**src/rtl/core/ssobm_pkg.sv**
```systemverilog
// ============================================================================
// Swept-sine oscillator bank package
// Shared types, widths, codes and the sine table builder for the oscillator
// bank and mixer.
// ============================================================================
package ssobm_pkg;

  // Bank size and table size.
  localparam int OSCILLATORS      = 32;
  localparam int SINE_TABLE_DEPTH = 1024;
  localparam int COUNTER_WIDTH    = 24;

  localparam int OSC_IDX_W  = (OSCILLATORS > 1) ? $clog2(OSCILLATORS) : 1;
  localparam int SINE_IDX_W = $clog2(SINE_TABLE_DEPTH);
  localparam int SINE_W     = 16;

  // Field and register widths.
  localparam int FREQ_IN_W = 24;
  localparam int IDX_IN_W  = 5;
  localparam int STEP_W    = 39;
  localparam int SWEEP_W   = 32;
  localparam int COUNT_W   = 24;
  localparam int CFG_W     = 39;
  localparam int CFG_IDX_W = 2;
  localparam int MIX_W     = 18;
  localparam int PHASE_W   = 32;

  // Sweep progress is (counter * sweep) >> 24.
  localparam int PROG_W = COUNTER_WIDTH + SWEEP_W - 24;

  // Only the low 56 bits of the frequency reach bits 55:24 of the increment.
  localparam int FREQ_W       = 56;
  localparam int FREQ_PIECE_W = FREQ_W / 2;

  // Shared multiplier: signed A by signed B, registered product.
  localparam int MUL_A_W = (PROG_W + 1 > STEP_W + 1) ? PROG_W + 1 : STEP_W + 1;
  localparam int MUL_B_W = FREQ_PIECE_W + 1;
  localparam int MUL_P_W = MUL_A_W + MUL_B_W;

  // Running sum of sine values over the bank.
  localparam int SUM_W = SINE_W + OSC_IDX_W + 1;

  localparam int CNT_CMP_W = (COUNTER_WIDTH + 1 > COUNT_W) ? COUNTER_WIDTH + 1 : COUNT_W;

  // Mixer gain 0.06 in Q16, rounding constant and output limits.
  localparam int MIX_GAIN  = 3932;
  localparam int MIX_ROUND = 16384;
  localparam int MIX_SHIFT = 15;
  localparam int OUT_MAX   = 131071;
  localparam int OUT_MIN   = -131072;

  // Reset values of the configuration registers.
  localparam logic [STEP_W-1:0]  STEP_RESET  = 39'd6382652533;
  localparam logic [SWEEP_W-1:0] SWEEP_RESET = 32'd415537;
  localparam logic [COUNT_W-1:0] COUNT_RESET = 24'd44100;

  // Odd Taylor coefficients of sin(pi/2 * u) in Q30.
  localparam longint POLY_Q30_0 = 64'sd1686629713;
  localparam longint POLY_Q30_1 = 64'sd693598668;
  localparam longint POLY_Q30_2 = 64'sd85569306;
  localparam longint POLY_Q30_3 = 64'sd5026995;
  localparam longint POLY_Q30_4 = 64'sd172273;

  typedef enum logic [0:0] {
    OP_LOAD = 1'b0,
    OP_TICK = 1'b1
  } op_e;

  typedef enum logic [CFG_IDX_W-1:0] {
    CFG_PHASE_STEP = 2'd0,
    CFG_SWEEP      = 2'd1,
    CFG_COUNT      = 2'd2
  } cfg_reg_e;

  typedef enum logic [3:0] {
    ST_IDLE,
    ST_PROG_LO,
    ST_PROG_HI,
    ST_PROG_SUM,
    ST_DELTA,
    ST_FREQ,
    ST_MUL_LO,
    ST_MUL_HI,
    ST_PHASE,
    ST_INDEX,
    ST_SINE,
    ST_SUM,
    ST_MIX,
    ST_OUT
  } state_e;

  typedef struct packed {
    op_e                  operation;
    logic [IDX_IN_W-1:0]  oscillator_index;
    logic [FREQ_IN_W-1:0] start_frequency;
    logic [FREQ_IN_W-1:0] end_frequency;
  } in_item_t;

  typedef struct packed {
    logic signed [MIX_W-1:0] mixed_sample;
    logic                    last_sample;
  } out_item_t;

  typedef struct packed {
    logic load_en;
    logic phase_we;
    logic clear_all;
  } store_ctrl_t;

  typedef logic signed [SINE_W-1:0] sine_rom_t [SINE_TABLE_DEPTH];

  // sin(pi/2 * u) for u in Q30 over [0, 2^30], result in Q15.
  function automatic longint ssobm_quarter_sine(longint u);
    longint u2;
    longint acc;
    longint r;
    u2  = (u * u) >>> 30;
    acc = POLY_Q30_4;
    acc = POLY_Q30_3 - ((acc * u2) >>> 30);
    acc = POLY_Q30_2 - ((acc * u2) >>> 30);
    acc = POLY_Q30_1 - ((acc * u2) >>> 30);
    acc = POLY_Q30_0 - ((acc * u2) >>> 30);
    r   = (acc * u) >>> 30;
    r   = (r + 64'sd16384) >>> 15;
    if (r > 64'sd32767) r = 64'sd32767;
    if (r < 64'sd0) r = 64'sd0;
    return r;
  endfunction

  // Full-wave table folded from the quarter wave; evaluated at elaboration.
  function automatic sine_rom_t ssobm_build_sine_rom();
    sine_rom_t rom;
    longint    q4;
    longint    quad;
    longint    rem;
    longint    x;
    longint    u;
    longint    s;
    for (int k = 0; k < SINE_TABLE_DEPTH; k++) begin
      q4   = longint'(k) * 4;
      quad = q4 / SINE_TABLE_DEPTH;
      rem  = q4 % SINE_TABLE_DEPTH;
      x    = quad[0] ? (SINE_TABLE_DEPTH - rem) : rem;
      u    = (x <<< 30) / SINE_TABLE_DEPTH;
      s    = ssobm_quarter_sine(u);
      rom[k] = quad[1] ? SINE_W'(-s) : SINE_W'(s);
    end
    return rom;
  endfunction

endpackage

```
**src/rtl/core/ssobm_mul.sv**
```systemverilog
// ============================================================================
// Shared multiplier
// Signed multiplier with a registered product, reused for every product of
// the oscillator bank.
// ============================================================================
module ssobm_mul (
  input  logic                                 clk_i,
  input  logic                                 en_i,
  input  logic signed [ssobm_pkg::MUL_A_W-1:0] a_i,
  input  logic signed [ssobm_pkg::MUL_B_W-1:0] b_i,
  output logic signed [ssobm_pkg::MUL_P_W-1:0] prod_o
);
  import ssobm_pkg::*;

  logic signed [MUL_P_W-1:0] prod_q;

  // The product holds while the unit is not issued.
  always_ff @(posedge clk_i) begin
    if (en_i) begin
      prod_q <= a_i * b_i;
    end
  end

  assign prod_o = prod_q;

endmodule

```
**config.mk**
```make
export PLATFORM = sky130hd
export DESIGN_NAME = ssobm_mul
export DESIGN_NICKNAME = d
export VERILOG_FILES = /design/src/rtl/core/ssobm_pkg.sv /design/src/rtl/core/ssobm_mul.sv
export SDC_FILE = /design/constraint.sdc
export NUM_CORES = 2
export LEC_CHECK = 0
export ABC_AREA = 1
export BUFFER_PORTS_ARGS = -buffer_cell sky130_fd_sc_hd__buf_2
export CELL_PAD_IN_SITES_DETAIL_PLACEMENT = 0
export CELL_PAD_IN_SITES_GLOBAL_PLACEMENT = 1
export CORE_MARGIN = 1
export CORE_UTILIZATION = 51
export CTS_CLUSTER_DIAMETER = 40
export CTS_CLUSTER_SIZE = 14
export DETAILED_ROUTE_END_ITERATION = 10
export PLACE_DENSITY = 0.87
export SLEW_MARGIN = 10
export SYNTH_ARGS = -nofsm -noshare
export SYNTH_HDL_FRONTEND = slang
export SYNTH_SLANG_ARGS = --single-unit
```
**constraint.sdc**
```tcl
create_clock -name clk_i -period 9.4 [get_ports clk_i]
set_clock_uncertainty 0.2 [all_clocks]
set_input_delay 0.47 -clock clk_i [delete_from_list [all_inputs] [get_ports clk_i]]
set_output_delay 0.47 -clock clk_i [all_outputs]
set_load 0.1 [all_outputs]
```
==> metrics.cfg <==
[run_status]
status=completed

[sta]
finalMaxSlewViolations=0
fmax_ghz=0.125
setup-violations-final=0
layout_setup_ws_ps=1420
hold_violations=0
relSlewSlack_pct=24.1
period_share_pct=84.9
hold_slack_ps=686
max_slew.worst_pin.slew_ps=1140
post-route-min-period_ps=7980
finalSetupTns_ps=0
rsz0062_at_grt=false

[synthesis]
yosys_warnings=0
ys_seq_area_share_pct=4.66
synth_top_area_cell=fa_1
ys_ff_latch=69
dominantRegCellSynth=edfxtp_1
async_reset_ff_share_pct=0
synth_commonest_cells=inv_1 (1752), nand2_1 (1525), fa_1 (1198)
syn_inst=5497
synth_edf_count=69
ys_types=30
synth.most_common_cell=inv_1
avgSynthCellArea_um2=8.09
synth_area_mm2=0.0444
yosysTopAreaCellShare_pct=54.0
syn-num-nets=6958
yosys-top-cells-area=fa_1 (54%), inv_1 (15%), nand2_1 (13%), ha_1 (5.4%), edfxtp_1 (4.7%)

[floorplan]
dieArea_mm2=0.0883
io_pins=140
initial_utilization_pct=51.9
die_h_um=297
die_w_um=297
fp.coreArea_mm2=0.0857
rows=107

[clocking]
cts_max_path_buffers=2
clock-sinks=69
cts_tree=done
h-tree-depth=3
cts-resized-gates=0
cts_buffers=9
root_buffer=clkbuf_16
clk_pin_slew_ps=80
ctsHoldBuffers=0
cts_setup_buffers=0

[hold_path]
hold_class=in2reg

[worst_setup_path]
path_buf_inv=7
worstSetupStartpointType=primary input
crit_type=in2reg
crit_required_ps=9310
crit_path_top_delay_cell=buf_2
arrival_ps=7890
crit_family=adder cells
cp_max_fo=34
end_kind=flip-flop
cpPeakStageDelay_ps=680
cpMostUsedCell=fa_1

[place]
io_buffers=139
post-place-ws_ps=1090
gp_congestion=0.961
post-dp-hpwl_mm=104

[cells_and_area]
largest_register_ffs=69
area_growth_pct=4.12
fin_util_pct=54.0
fin_nets=6905
drive_gt1_share_pct=4.75

[drt]
drt-total-wl_mm=125
wl_met3_mm=9.82
ant_nets=0
vias=33600
wl_met2_mm=60.4
first_pass_iters=6
drc=0
drt-initial-drc-count=2336
drt-met1-wl_mm=49.5
routed.top_layer=met5
vias_per_cell=5.10
wl_per_cell_um=19.0

[global_routing]
grt_overflow=0
antenna_found_initial=3
grt_pass1_wl_mm=204
grt_max_degree=70
grt_use_total_pct=29.9
grt_pass1_vias=37100

[flow_run]
maxCapViolations=0

## cell type report
type | instances | area, µm²
sequential | 69 | 2070
clock inverter | 6 | 111
multi-input combinational | 3433 | 34900
inverter | 1759 | 6600
tap | 1144 | 1430
antenna | 1 | 2.50
fill | 8125 | 39400
timing repair buffer | 172 | 943
clock buffer | 10 | 229
## per-stage QoR
stage	area, µm²	instances
floorplan	44400	5497
global placement	45900	6577
detailed placement	45900	6577
CTS	46300	6593
global route	46300	6594
finish	46300	6594
## cells by family after synthesis
| kind of cell | share of synthesized area [%] |
|---|---|
| simple gates | 16.4 |
| compound gates | 1.81 |
| flops | 4.66 |
| fa+ha+maj | 59.4 |
| buf+inv | 16.8 |
| xor+xnor | 0.887 |
## cell usage in the layout (no fill, tap or decap), types with 2 or more instances in the layout
cell type,instances
a21o_1,3
nand3_1,70
nor2_2,21
xnor2_1,5
nand3_2,7
nor4_2,4
a21oi_1,84
clkbuf_16,9
buf_4,33
o21ai_0,41
nand2_2,21
fa_1,1198
o21ai_1,2
ha_1,192
xor2_1,40
clkinv_4,2
buf_2,139
nand3b_1,3
nand2_1,1525
nor3_1,7
inv_2,8
o21bai_1,15
nor4_1,2
bufinv_16,3
inv_1,1751
edfxtp_1,69
nand4_1,16
nor2_1,163
or2_2,10
## final timing paths
| check | start | endpoint | slack (ps) | cells after the start |
|---|---|---|---|---|
| hold / removal | a_i[0] | prod_o[0] | 690 | 4 |
| setup / recovery | b_i[7] | prod_o[53] | 1420 | 25 |
## routing by layer
metal / vias to the layer above / GRT usage (%)
met4: 4 / 11.1
met1: 17000 / 38.7
met3: 266 / 4.79
met5: - / 0
li1: 15000 / -
met2: 1332 / 50.8
Power is not shown: default switching activity piles up to over one toggle a cycle in this logic, so the estimate is an artifact.
